**src/hw/rtl/esg_pkg.sv**
```systemverilog
// ----------------------------------------------------------------------------
// esg_pkg - shared types and constants for the ellipse span generator
// Word layouts, datapath widths and configuration register indexes.
// ----------------------------------------------------------------------------
package esg_pkg;

  // signed width of the midpoint decision/step datapath (covers radius 31)
  localparam int unsigned DW = 27;
  // walk column counter and signed row counter
  localparam int unsigned XW = 8;
  localparam int unsigned YW = 8;
  // half-width entry of the row table
  localparam int unsigned EW = 7;

  localparam int unsigned IN_W  = 64;
  localparam int unsigned OUT_W = 56;

  localparam int unsigned CFG_IDX_W = 8;
  localparam int unsigned CFG_DAT_W = 10;

  localparam logic [CFG_IDX_W-1:0] REG_SCREEN_WIDTH  = 8'd0;
  localparam logic [CFG_IDX_W-1:0] REG_SCREEN_HEIGHT = 8'd1;

  // output word, rect_x in the lowest bits
  typedef struct packed {
    logic [15:0] color;
    logic [9:0]  height;
    logic [9:0]  width;
    logic [9:0]  y;
    logic [9:0]  x;
  } rect_t;

endpackage

```
**src/hw/rtl/ellipse_span_generator.sv**
```systemverilog
// ----------------------------------------------------------------------------
// ellipse_span_generator - filled ellipse to clipped fill rectangles
// Turns one filled-ellipse request into screen-clipped rectangles, top down.
// ----------------------------------------------------------------------------
// Usage:
//   s_axis carries one request word: center, radii (saturated to MAX_RADIUS)
//   and color. The block takes a word only when idle and drops tready while
//   it works. m_axis returns the rectangles, tlast on the final one; a request
//   that paints nothing returns no word. cfg_* writes screen_width (index 0)
//   and screen_height (index 1), always ready; write only while idle.
// Operation:
//   A line or pixel request yields a single clipped candidate. An ellipse
//   first runs the walk: the shared multiplier setup, then one midpoint
//   step per cycle. It then visits 2*ry+1 rows, each with an address step
//   and a use step set by the registered read of the row table; a stalled
//   receiver can hold a row. A final step places the last word.
//   Each rectangle is held one step so tlast can be placed; the output
//   register lets the next request start while the final word waits.
// Reset clears control state and sets both screen sizes to 240. A stalled
// receiver holds the current word and pauses the sequencer once a further
// rectangle is ready behind the held one.
// ----------------------------------------------------------------------------
module ellipse_span_generator #(
  parameter int unsigned MAX_RADIUS = 31
) (
  input  logic                          clk_i,
  input  logic                          rst_ni,
  // {fill_color, radius_y, radius_x, center_y, center_x}, center_x lowest
  input  logic [esg_pkg::IN_W-1:0]      s_axis_tdata,
  input  logic                          s_axis_tvalid,
  output logic                          s_axis_tready,
  // {rect_color, rect_height, rect_width, rect_y, rect_x}, rect_x lowest
  output logic [esg_pkg::OUT_W-1:0]     m_axis_tdata,
  output logic                          m_axis_tlast,
  output logic                          m_axis_tvalid,
  input  logic                          m_axis_tready,
  input  logic                          cfg_valid_i,
  output logic                          cfg_ready_o,
  input  logic [esg_pkg::CFG_IDX_W-1:0] cfg_index_i,
  input  logic [esg_pkg::CFG_DAT_W-1:0] cfg_data_i
);
  import esg_pkg::*;

  localparam int unsigned RW = $clog2(MAX_RADIUS + 1);
  localparam int unsigned CW = $clog2(2 * MAX_RADIUS + 1);

  localparam logic [2:0] S_IDLE   = 3'd0;
  localparam logic [2:0] S_SPEC   = 3'd1;
  localparam logic [2:0] S_WSTART = 3'd2;
  localparam logic [2:0] S_WWAIT  = 3'd3;
  localparam logic [2:0] S_RADDR  = 3'd4;
  localparam logic [2:0] S_RUSE   = 3'd5;
  localparam logic [2:0] S_FIN    = 3'd6;

  logic [2:0]    state_q, state_d;
  logic [15:0]   cx_q, cy_q, color_q;
  logic [RW-1:0] rx_q, ry_q;
  logic [CW-1:0] r_q;
  logic [9:0]    sw_q, sh_q;
  logic          hold_v_q, out_v_q, out_last_q;
  rect_t         hold_q, out_q;

  logic          accept;
  logic [RW-1:0] rx_sat, ry_sat;
  logic          walk_done;
  logic [RW-1:0] y_idx;
  logic [EW-1:0] half;
  logic [CW-1:0] r_end;

  logic [17:0] x0s, span_w, py;
  logic [15:0] x0, x_line, y_line;
  logic [15:0] cand_x;
  logic [17:0] cand_y;
  logic [9:0]  cand_w, cand_h;
  logic [16:0] sum_x, sum_y;
  logic        vis;
  rect_t       cand;

  logic emit_ev, can_push, stall, fin_push, push;

  assign accept      = s_axis_tvalid && s_axis_tready;
  assign s_axis_tready = (state_q == S_IDLE);
  assign cfg_ready_o = 1'b1;

  assign rx_sat = (s_axis_tdata[39:32] > 8'(MAX_RADIUS)) ? RW'(MAX_RADIUS)
                                                         : s_axis_tdata[32 +: RW];
  assign ry_sat = (s_axis_tdata[47:40] > 8'(MAX_RADIUS)) ? RW'(MAX_RADIUS)
                                                         : s_axis_tdata[40 +: RW];

  // row r of the ellipse maps to walk row |r - ry|
  assign y_idx = (r_q <= CW'(ry_q)) ? RW'(CW'(ry_q) - r_q) : RW'(r_q - CW'(ry_q));
  assign r_end = CW'({ry_q, 1'b0});

  esg_walk #(
    .MAX_RADIUS(MAX_RADIUS)
  ) u_walk (
    .clk_i    (clk_i),
    .rst_ni   (rst_ni),
    .start_i  (state_q == S_WSTART),
    .rx_i     (rx_q),
    .ry_i     (ry_q),
    .done_o   (walk_done),
    .rd_addr_i(y_idx),
    .rd_data_o(half)
  );

  // span candidate; the screen clip below cuts the right edge
  assign x0s    = {2'b00, cx_q} - 18'(half);
  assign x0     = x0s[17] ? 16'd0 : x0s[15:0];
  assign span_w = {2'b00, cx_q} + 18'(half) - {2'b00, x0} + 18'd1;
  assign py     = {2'b00, cy_q} - 18'(ry_q) + 18'(r_q);

  // line candidates, start clamped at zero
  assign x_line = (cx_q > 16'(rx_q)) ? cx_q - 16'(rx_q) : 16'd0;
  assign y_line = (cy_q > 16'(ry_q)) ? cy_q - 16'(ry_q) : 16'd0;

  always_comb begin
    if (state_q == S_RUSE) begin
      cand_x = x0;
      cand_y = py;
      cand_w = span_w[9:0];
      cand_h = 10'd1;
    end else if (rx_q == '0) begin
      // vertical line, or a single pixel when both radii are zero
      cand_x = cx_q;
      cand_y = {2'b00, y_line};
      cand_w = 10'd1;
      cand_h = 10'({ry_q, 1'b1});
    end else begin
      cand_x = x_line;
      cand_y = {2'b00, cy_q};
      cand_w = 10'({rx_q, 1'b1});
      cand_h = 10'd1;
    end
  end

  assign vis   = !cand_y[17] && (cand_x < 16'(sw_q)) && (cand_y[16:0] < 17'(sh_q));
  assign sum_x = 17'(cand_x) + 17'(cand_w);
  assign sum_y = cand_y[16:0] + 17'(cand_h);

  always_comb begin
    cand.x      = cand_x[9:0];
    cand.y      = cand_y[9:0];
    cand.width  = (sum_x > 17'(sw_q)) ? sw_q - cand_x[9:0] : cand_w;
    cand.height = (sum_y > 17'(sh_q)) ? sh_q - cand_y[9:0] : cand_h;
    cand.color  = color_q;
  end

  assign emit_ev  = ((state_q == S_SPEC) || (state_q == S_RUSE)) && vis;
  assign can_push = !out_v_q || m_axis_tready;
  assign stall    = emit_ev && hold_v_q && !can_push;
  assign fin_push = (state_q == S_FIN) && hold_v_q && can_push;
  assign push     = (emit_ev && hold_v_q && can_push) || fin_push;

  always_comb begin
    state_d = state_q;
    unique case (state_q)
      S_IDLE: begin
        if (accept) state_d = ((rx_sat == '0) || (ry_sat == '0)) ? S_SPEC : S_WSTART;
      end
      S_SPEC:   if (!stall) state_d = S_FIN;
      S_WSTART: state_d = S_WWAIT;
      S_WWAIT:  if (walk_done) state_d = S_RADDR;
      S_RADDR:  state_d = S_RUSE;
      S_RUSE: begin
        if (!stall) state_d = (r_q == r_end) ? S_FIN : S_RADDR;
      end
      S_FIN:    if (!hold_v_q || can_push) state_d = S_IDLE;
      default:  state_d = S_IDLE;
    endcase
  end

  always_ff @(posedge clk_i or negedge rst_ni) begin
    if (!rst_ni) begin
      state_q    <= S_IDLE;
      sw_q       <= 10'd240;
      sh_q       <= 10'd240;
      hold_v_q   <= 1'b0;
      out_v_q    <= 1'b0;
      out_last_q <= 1'b0;
      r_q        <= '0;
    end else begin
      state_q <= state_d;
      if (cfg_valid_i && cfg_ready_o) begin
        priority if (cfg_index_i == REG_SCREEN_WIDTH) begin
          sw_q <= cfg_data_i;
        end else if (cfg_index_i == REG_SCREEN_HEIGHT) begin
          sh_q <= cfg_data_i;
        end
      end
      if (accept) begin
        r_q <= '0;
      end else if ((state_q == S_RUSE) && !stall && (r_q != r_end)) begin
        r_q <= r_q + CW'(1);
      end
      if (emit_ev && !stall) begin
        hold_v_q <= 1'b1;
      end else if (fin_push) begin
        hold_v_q <= 1'b0;
      end
      if (push) begin
        out_v_q    <= 1'b1;
        out_last_q <= fin_push;
      end else if (m_axis_tready) begin
        out_v_q <= 1'b0;
      end
    end
  end

  always_ff @(posedge clk_i) begin
    if (accept) begin
      cx_q    <= s_axis_tdata[15:0];
      cy_q    <= s_axis_tdata[31:16];
      rx_q    <= rx_sat;
      ry_q    <= ry_sat;
      color_q <= s_axis_tdata[63:48];
    end
    if (emit_ev && !stall) begin
      hold_q <= cand;
    end
    if (push) begin
      out_q <= hold_q;
    end
  end

  assign m_axis_tdata  = out_q;
  assign m_axis_tlast  = out_last_q;
  assign m_axis_tvalid = out_v_q;

endmodule

```
**src/hw/rtl/esg_walk.sv**
```systemverilog
// ----------------------------------------------------------------------------
// esg_walk - midpoint ellipse walk with shared multiplier
// Computes the start terms on one registered multiplier, then walks the
// first quadrant one step per cycle and records the half-width of each row
// offset in a small table that the emitter reads back.
// ----------------------------------------------------------------------------
module esg_walk #(
  parameter int unsigned MAX_RADIUS = 31,
  localparam int unsigned RW = $clog2(MAX_RADIUS + 1)
) (
  input  logic                   clk_i,
  input  logic                   rst_ni,
  input  logic                   start_i,
  input  logic [RW-1:0]          rx_i,
  input  logic [RW-1:0]          ry_i,
  output logic                   done_o,
  input  logic [RW-1:0]          rd_addr_i,
  output logic [esg_pkg::EW-1:0] rd_data_o
);
  import esg_pkg::*;

  localparam int unsigned DEPTH = MAX_RADIUS + 1;

  localparam logic [3:0] W_IDLE = 4'd0;
  localparam logic [3:0] W_M0   = 4'd1;
  localparam logic [3:0] W_M1   = 4'd2;
  localparam logic [3:0] W_M2   = 4'd3;
  localparam logic [3:0] W_M3   = 4'd4;
  localparam logic [3:0] W_R1   = 4'd5;
  localparam logic [3:0] W_Q0   = 4'd6;
  localparam logic [3:0] W_Q1   = 4'd7;
  localparam logic [3:0] W_Q2   = 4'd8;
  localparam logic [3:0] W_Q3   = 4'd9;
  localparam logic [3:0] W_Q4   = 4'd10;
  localparam logic [3:0] W_Q5   = 4'd11;
  localparam logic [3:0] W_Q6   = 4'd12;
  localparam logic [3:0] W_R2   = 4'd13;

  logic [3:0]           state_q, state_d;
  logic [XW-1:0]        x_q;
  logic signed [YW-1:0] y_q;
  logic signed [DW-1:0] d_q, dx_q, dy_q, rx2_q, ry2_q, p_q;

  logic signed [DW-1:0]   ma, mb;
  logic signed [2*DW-1:0] prod;
  logic signed [DW-1:0]   dx_n, dy_n, d_r1, d_r2, d_trunc;
  logic                   r1_go, r2_go, rec;

  logic [EW-1:0] mem [DEPTH];
  logic [EW-1:0] rd_q;

  assign prod = ma * mb;

  assign dx_n = dx_q + (ry2_q <<< 1);
  assign dy_n = dy_q - (rx2_q <<< 1);
  assign d_r1 = d_q[DW-1] ? (d_q + dx_n + ry2_q) : (d_q + dx_n - dy_n + ry2_q);
  assign d_r2 = (d_q > 0) ? (d_q + rx2_q - dy_n) : (d_q + dx_n - dy_n + rx2_q);
  // quarter units back to whole units, rounding toward zero
  assign d_trunc = d_q[DW-1] ? ((d_q + DW'(3)) >>> 2) : (d_q >>> 2);

  assign r1_go = (state_q == W_R1) && (dx_q < dy_q);
  assign r2_go = (state_q == W_R2) && !y_q[YW-1];
  assign rec   = r1_go || r2_go;
  assign done_o = (state_q == W_R2) && y_q[YW-1];

  always_comb begin
    ma = '0;
    mb = '0;
    unique case (state_q)
      W_M0: begin
        ma = signed'(DW'(rx_i));
        mb = signed'(DW'(rx_i));
      end
      W_M1: begin
        ma = signed'(DW'(ry_i));
        mb = signed'(DW'(ry_i));
      end
      W_M2: begin
        ma = rx2_q;
        mb = signed'(DW'(ry_i));
      end
      W_Q0: begin
        ma = signed'(DW'({x_q, 1'b1}));
        mb = signed'(DW'({x_q, 1'b1}));
      end
      W_Q1: begin
        ma = ry2_q;
        mb = p_q;
      end
      W_Q2: begin
        ma = DW'(y_q) - DW'(1);
        mb = DW'(y_q) - DW'(1);
      end
      W_Q3: begin
        ma = rx2_q;
        mb = p_q;
      end
      W_Q4: begin
        ma = rx2_q;
        mb = ry2_q;
      end
      default: begin
        ma = '0;
        mb = '0;
      end
    endcase
  end

  always_comb begin
    state_d = state_q;
    unique case (state_q)
      W_IDLE:  if (start_i) state_d = W_M0;
      W_M0:    state_d = W_M1;
      W_M1:    state_d = W_M2;
      W_M2:    state_d = W_M3;
      W_M3:    state_d = W_R1;
      W_R1:    if (!r1_go) state_d = W_Q0;
      W_Q0:    state_d = W_Q1;
      W_Q1:    state_d = W_Q2;
      W_Q2:    state_d = W_Q3;
      W_Q3:    state_d = W_Q4;
      W_Q4:    state_d = W_Q5;
      W_Q5:    state_d = W_Q6;
      W_Q6:    state_d = W_R2;
      W_R2:    if (!r2_go) state_d = W_IDLE;
      default: state_d = W_IDLE;
    endcase
  end

  always_ff @(posedge clk_i or negedge rst_ni) begin
    if (!rst_ni) begin
      state_q <= W_IDLE;
    end else begin
      state_q <= state_d;
    end
  end

  always_ff @(posedge clk_i) begin
    p_q <= prod[DW-1:0];
    unique case (state_q)
      W_M1: rx2_q <= p_q;
      W_M2: ry2_q <= p_q;
      W_M3: begin
        d_q  <= ry2_q - p_q + (rx2_q >>> 2);
        dy_q <= p_q <<< 1;
        dx_q <= '0;
        x_q  <= '0;
        y_q  <= signed'(YW'(ry_i));
      end
      W_R1: begin
        if (r1_go) begin
          x_q  <= x_q + XW'(1);
          dx_q <= dx_n;
          d_q  <= d_r1;
          if (!d_q[DW-1]) begin
            y_q  <= y_q - YW'(1);
            dy_q <= dy_n;
          end
        end
      end
      W_Q2: d_q <= p_q;
      W_Q4: d_q <= d_q + (p_q <<< 2);
      W_Q5: d_q <= d_q - (p_q <<< 2);
      W_Q6: d_q <= d_trunc;
      W_R2: begin
        if (r2_go) begin
          y_q  <= y_q - YW'(1);
          dy_q <= dy_n;
          d_q  <= d_r2;
          if (!(d_q > 0)) begin
            x_q  <= x_q + XW'(1);
            dx_q <= dx_n;
          end
        end
      end
      default: begin
      end
    endcase
  end

  // x never shrinks along the walk, so the last write per row is its widest
  always_ff @(posedge clk_i) begin
    if (rec) begin
      mem[y_q[RW-1:0]] <= x_q[EW-1:0];
    end
    rd_q <= mem[rd_addr_i];
  end

  assign rd_data_o = rd_q;

endmodule

```
**config.mk**
```make
export PLATFORM = sky130hd
export DESIGN_NAME = ellipse_span_generator
export DESIGN_NICKNAME = d
export VERILOG_FILES = /design/src/hw/rtl/esg_pkg.sv /design/src/hw/rtl/ellipse_span_generator.sv /design/src/hw/rtl/esg_walk.sv
export SDC_FILE = /design/constraint.sdc
export NUM_CORES = 2
export LEC_CHECK = 0
export ABC_AREA = 1
export BUFFER_PORTS_ARGS = -buffer_cell sky130_fd_sc_hd__buf_2
export CORE_ASPECT_RATIO = 0.9
export CORE_MARGIN = 1.5
export CORE_UTILIZATION = 63
export DETAILED_ROUTE_END_ITERATION = 7
export PLACE_DENSITY = 0.83
export SYNTH_ARGS = -nofsm -noshare
export SYNTH_HDL_FRONTEND = slang
export SYNTH_HIERARCHICAL = 1
export SYNTH_SLANG_ARGS = --single-unit
```
**constraint.sdc**
```tcl
create_clock -name clk_i -period 11 [get_ports clk_i]
set_clock_uncertainty 0.2 [all_clocks]
set_input_delay 0.55 -clock clk_i [delete_from_list [all_inputs] [get_ports clk_i]]
set_output_delay 0.55 -clock clk_i [all_outputs]
set_load 0.005 [all_outputs]
```
**After elaboration in Yosys (flattened, before gate mapping)**

Memories as Yosys holds them, arrays and structs flattened. A register that Yosys moved wholly into a read port is not among the register bits.
Index checks and enable logic that the tools add are counted.

- Equality and inequality tests: 34
- $add $sub $neg: 32
- Bitwise operators: 1
- Magnitude comparators: 11
- $mul: 1
- Reductions and logical operators: 48
- Muxes and demuxes: 60

Operators with widths:

| kind | number |
|---|---|
| $pmux 27 s6 | 2 |
| $mux 27 | 11 |
| $add 27x27->27 | 7 |
| $pmux 27 s7 | 1 |
| $pmux 27 s3 | 2 |
| $sub 27x27->27 | 5 |
| $mux 16 | 6 |
| $pmux 4 s14 | 1 |
| $mux 8 | 6 |
| $pmux 8 s3 | 2 |
| $gt 17x10->1 | 2 |
| $gt 16x5->1 | 2 |
| $sub 16x5->16 | 2 |
| $mux 10 | 3 |
| $mux 6 | 5 |
| $sub 10x10->10 | 3 |
| $add 27x25->27 | 1 |
| $add 27x3->27 const B | 1 |
| $gt 27x1->1 const B | 1 |
| $lt 27x27->1 | 1 |
| $mul 27x27->27 | 1 |
| $eq 4x4->1 const B | 6 |
| $pmux 3 s7 | 1 |
| $add 17x7->18 | 1 |
| 49 further kinds | 114 |

- RAM bits: 224
- Memories: 1
- Output and inout bits: 60
- Bits in registers: 384

Memory list:

| memory | words | bits a word | rd ports | clocked after memory_dff | wr ports | line | source |
|---|---|---|---|---|---|---|---|
| u_walk.mem | 32 | 7 | 1 | 1 | 1 | esg_walk.sv:49 | `logic [EW-1:0] mem [DEPTH];` |

**Depth between registers and ports, before layout**

- Depth after elaboration: 15
- Mapped depth: 45

**Modules after synthesis**

The synthesis kept the hierarchy.

Modules (own cells, without submodules):

| module | seq. area each (sq um) | area each (sq um) | cells each | times used |
|---|---|---|---|---|
| esg_walk | 11981.5 | 43541.8 | 5395 | 1 |
| ellipse_span_generator | 5915.7 | 13631.8 | 1568 | 1 |

**Worst setup path before layout**

OpenSTA, ideal clock, no wires.

- Kind: reg-to-reg
- From: register u_walk.state_q[2]
- To: register u_walk.p_q[26]
- Path slack: 3.078 ns
- Buffers on the path: 1
- Required time: 10.687 ns
- Arrival time: 7.609 ns
- Period minus slack after synthesis: 7.922 ns
- Cell stages (with the launch flop): 30
- Library setup time: 0.113 ns
- Path through: dfrtp_1 > inv_2 > nand2_1 > nor2_1 > nand2_1 > o21ai_0 > a21oi_1 > nand2_1 > clkbuf_1 > nand2_1 > fa_1 > inv_1 > fa_1 > inv_1 > fa_1 > fa_1 > inv_1 > fa_1 > inv_1 > fa_1 > inv_1 > fa_1 > ha_1 > nand2_1 > nor3_1 > nand2_1 > o311ai_0 > inv_1 > nand3_1 > nand2_1

- Longest elaborated chain between the ends: 4
- Elaborated cells on any way between the ends: 14
- Classes of those cells: mul: 1; eq/ne: 8; mux: 2; reduce/logical: 3

RTL lines:

| what | line | source |
|---|---|---|
| from (decl) | esg_walk.sv:39 | `logic [3:0] state_q, state_d;` |
| from (signal assigned) | esg_walk.sv:134 | `state_q <= state_d;` |
| $eq 4x4->1, or another cell as far along | esg_walk.sv:69 | `unique case (state_q)` |
| $reduce_or 3->1 (no line) / $reduce_or 2->1 (equally long branches) | - |  |
| $pmux 27 s6 | esg_walk.sv:69 |  |
| $mul 27x27->27 * | esg_walk.sv:52 | `assign prod = ma * mb;` |
| named net u_walk.prod[26] | esg_walk.sv:45 | `logic signed [2*DW-1:0] prod;` |
| to (signal assigned) | esg_walk.sv:139 | `p_q <= prod[DW-1:0];` |
| to (decl) | esg_walk.sv:42 | `logic signed [DW-1:0] d_q, dx_q, dy_q, rx2_q, ry2_q, p_q;` |

Mark *: on every way through the listed nets, which the timed path passes. The rest lies on a longest branch.
A chain may end at the register's enable or synchronous reset.

**Final worst setup path**

- From: register u_walk.state_q[3]
- To: register u_walk.p_q[24]

Same word-level chain as after synthesis.

==> out/qor.csv <==
stage,metric,value,unit
detailed_routing,detail-routed net length per standard cell,22.84,µm
cts,Skew-Pair Late Insertion Delay,0.67,ns
detailed_routing,Starting DRT DRC Count,7056,
detailed_routing,Via-to-Cell Ratio,6.199,
die,Starting Density,63.77,%
cts,CTS resizes,0,
global_routing,GR Util All Layers,40.89,%
synth,Synth Area per Inst,8.211,µm²
cts,setup repair bufs after CTS,0,
global_routing,vias in the first global route,49620,
timing,Setup-failing EPs final,0,
final_layout,"most common cell after layout, fill and taps aside",nand2_1,
synth,Ys Warns,6,
synth,top_reg_cell synth,edfxtp_1,
place,post-DP HPWL,145.5,mm
final_layout,share of layout cells above drive strength 1,6.874,%
die,Std-Cell Rows,104,
final_layout,Final Util,69.37,%
timing,Final Max Slew Viols,0,
global_routing,first-pass GRT wire length,285.7,mm
final_layout,"commonest cells after routing, fill and taps aside","nand2_1, inv_1, nor2_1, edfxtp_1, ha_1",
hold_path,worst hold endpoint,ry_q[3],
timing,f_max,110.2,MHz
cts,maximum buffer depth of the clock tree,3,
hold_path,hold path startpoint,s_axis_tdata[43],
timing,crit path time final,9.077,ns
job,MaxCap Viol Count,0,
final_layout,Area Overhead vs Synth,8.787,%
die,IO Pins,147,
detailed_routing,DRT antenna net count,0,
final_layout,"Design Area, Final",0.06220,mm²
timing,Slew @ Worst Pin,1.444,ns
timing,Final period util,82.52,%
cts,root buffer selected by CTS,clkbuf_16,
detailed_routing,Vias,51820,
die,die span in x,320.5,µm
place,Final GP Congestion,1.152,
worst_setup_path,CP endpoint kind,flop,
synth,syn_nets,7909,
place,pre-CTS WS,2.239,ns
worst_setup_path,Worst path max stage delay,0.78,ns
cts,clock-pin slew on the worst setup and hold paths,0.07,ns
synth,Synth Register Bits,613,
worst_setup_path,FF-to-FF setup slack,1.92,ns
die,die height,288.8,µm
timing,RSZ-0062 raised after global routing,no,
worst_setup_path,Reg-to-Reg End,u_walk/p_q[24],
worst_setup_path,arrival time at the worst endpoint,9.45,ns
detailed_routing,DRT Wirelength,191.0,mm
place,port bufs,145,
worst_setup_path,Critical R2R Launch,u_walk/state_q[3],
die,die area,0.09257,mm²
cts,CTS sink cnt,613,
timing,Fin. Hold Viols,0,
synth,cell area after synthesis,0.05717,mm²
global_routing,Overflow after GRT,0,
cts,CTS tree,built,
global_routing,initial antenna violation count,3,
place,DP Area,0.05918,mm²
hold_path,Hold Crit Class,input pin to flop,
synth,Syn Inst Count,6963,
timing,total negative slack,0,ns
final_layout,nets,8077,
worst_setup_path,CP required,11.37,ns
worst_setup_path,r2r worst-path depth,31,
status,outcome,"finished, violations left",
global_routing,largest net degree at the start of global routing,85,
worst_setup_path,crit path max-delay cell type,nor2_4,
worst_setup_path,startpoint types,flop,
cts,htree depth,3,
timing,Slew HR,3.463,%
hold_path,Worst Hold Depth,2,
synth,sequential area share after synthesis,31.30,%
detailed_routing,DRC violations left,48,
synth,Post-synth EDFFs,543,
cts,CTS buffer count,68,
status,failing checks,DRC,
die,core area,0.08966,mm²
detailed_routing,drt pass-1 iters,8,
synth,Post-synth ARST share,5.873,%
worst_setup_path,CP Class,flop to flop,
timing,PnR worst setup slack,1.923,ns
worst_setup_path,"critical path fanouts, max",31,
synth,synth unique cells,73,
==> area by class of cell <==
cell class / count / area [µm²]
Multi-Input combinational cell: 5033 / 34320
Fill cell: 6996 / 27460
Sequential cell: 613 / 17900
Clock inverter: 40 / 601.8
Antenna cell: 8 / 20.02
Timing Repair Buffer: 258 / 1712
Clock buffer: 85 / 1847
Tap cell: 1166 / 1459
Inverter: 1157 / 4343
==> worst max path at each step <==
stage	start	to	depth (start not counted)
global route	u_walk/state_q[2]	u_walk/p_q[22]	33
finish	u_walk/state_q[3]	u_walk/p_q[24]	31
detailed placement	u_walk/state_q[2]	u_walk/p_q[24]	31
global placement	u_walk/state_q[2]	u_walk/p_q[24]	31
floorplan	u_walk/state_q[2]	u_walk/p_q[26]	29
CTS	u_walk/state_q[3]	u_walk/p_q[24]	31
==> registers in the layout (all words and copies together), names as in the netlist, 26 cells and up <==
signal	count
u_walk/mem	224
hold_q	56
m_axis_tdata	56
u_walk/d_q	27
u_walk/p_q	27
u_walk/rx2_q	27
u_walk/ry2_q	27
u_walk/dx_q	26
u_walk/dy_q	26
==> kinds of logic (layout without fill, tap and decap cells) <==
family,Yosys count,in the layout,synth area share (%)
other,1,9,0.006559
flip-flops,613,613,31.30
AND/OR/NAND/NOR,2705,2705,20.12
XOR/XNOR,274,274,4.197
adder cells (fa/ha/maj),859,859,23.43
multiplexers,3,3,0.05252
AO/OA/AOI/OAI,1191,1191,12.09
buffers and inverters,1317,1540,8.795
==> routing by layer <==
metal	share of wire, %	wire length (µm)	GRT usage, %	up-vias
li1	-	-	-	23320
met1	37	71480	53.58	24350
met2	42	80380	60.64	3460
met3	14	27000	13.05	678
met4	6.3	11990	21.82	8
met5	0.060	114	0.3535	-
==> cell usage after synthesis, types with 8 or more instances <==
cell | instances | area [µm²]
nor3_1 | 75 | 375.4
dfxtp_1 | 34 | 680.7
o211ai_1 | 29 | 217.7
nor2_1 | 555 | 2083
nand2_2 | 24 | 150.1
o21ai_0 | 423 | 2117
clkinv_1 | 10 | 37.54
nand3b_1 | 22 | 165.2
inv_2 | 28 | 105.1
buf_1 | 10 | 37.54
a22oi_1 | 9 | 67.56
a21oi_1 | 420 | 2102
o21a_1 | 21 | 157.7
inv_1 | 1119 | 4200
xnor2_1 | 80 | 700.7
clkbuf_1 | 125 | 469.2
ha_1 | 506 | 6331
a21boi_0 | 12 | 90.09
o211ai_2 | 9 | 112.6
o2111ai_1 | 10 | 87.58
o21bai_1 | 28 | 210.2
a211oi_1 | 20 | 150.1
edfxtp_1 | 543 | 16310
buf_4 | 9 | 67.56
nand3_2 | 10 | 100.1
a31oi_1 | 36 | 225.2
dfstp_2 | 8 | 210.2
dfrtp_1 | 28 | 700.7
nand4_1 | 74 | 462.9
o221ai_1 | 51 | 446.7
a221oi_1 | 8 | 70.07
fa_1 | 353 | 7067
or2_2 | 40 | 250.2
nor4_1 | 26 | 162.7
nand3_1 | 312 | 1562
xor2_1 | 194 | 1699
a21o_1 | 33 | 247.7
o21ai_1 | 19 | 95.09
nand2_1 | 1513 | 5679
o22ai_1 | 27 | 168.9
nor2_2 | 20 | 125.1
buf_2 | 11 | 55.05
==> critical path, delay by kind of cell, from the launching register on <==
family                     cells  cell delay (ns)
DFF                            1             0.49
xor gates and xnor gates       1             0.17
buffers and inverters          7             0.69
adders and majority gates      8             2.89
and+or+nand+nor                8             2.76
AOI/OAI and AO/OA              7             1.76
==> stage by stage <==
step                      hold slack, ns  instances
after floorplan                  0.05441       6963
after global placement            0.2003       8172
after detailed placement          0.2045       8172
after CTS                      0.0004445       8352
after global routing             0.01188       8352
final                            0.02544       8360
==> repair_timing <==
action	in CTS	in global routing
hold buffers	55	0
endpoints found under the hold margin	86	0
endpoints found under the setup margin	0	0
Power is not shown: default switching activity piles up to over one toggle a cycle in this logic, so the estimate is an artifact.
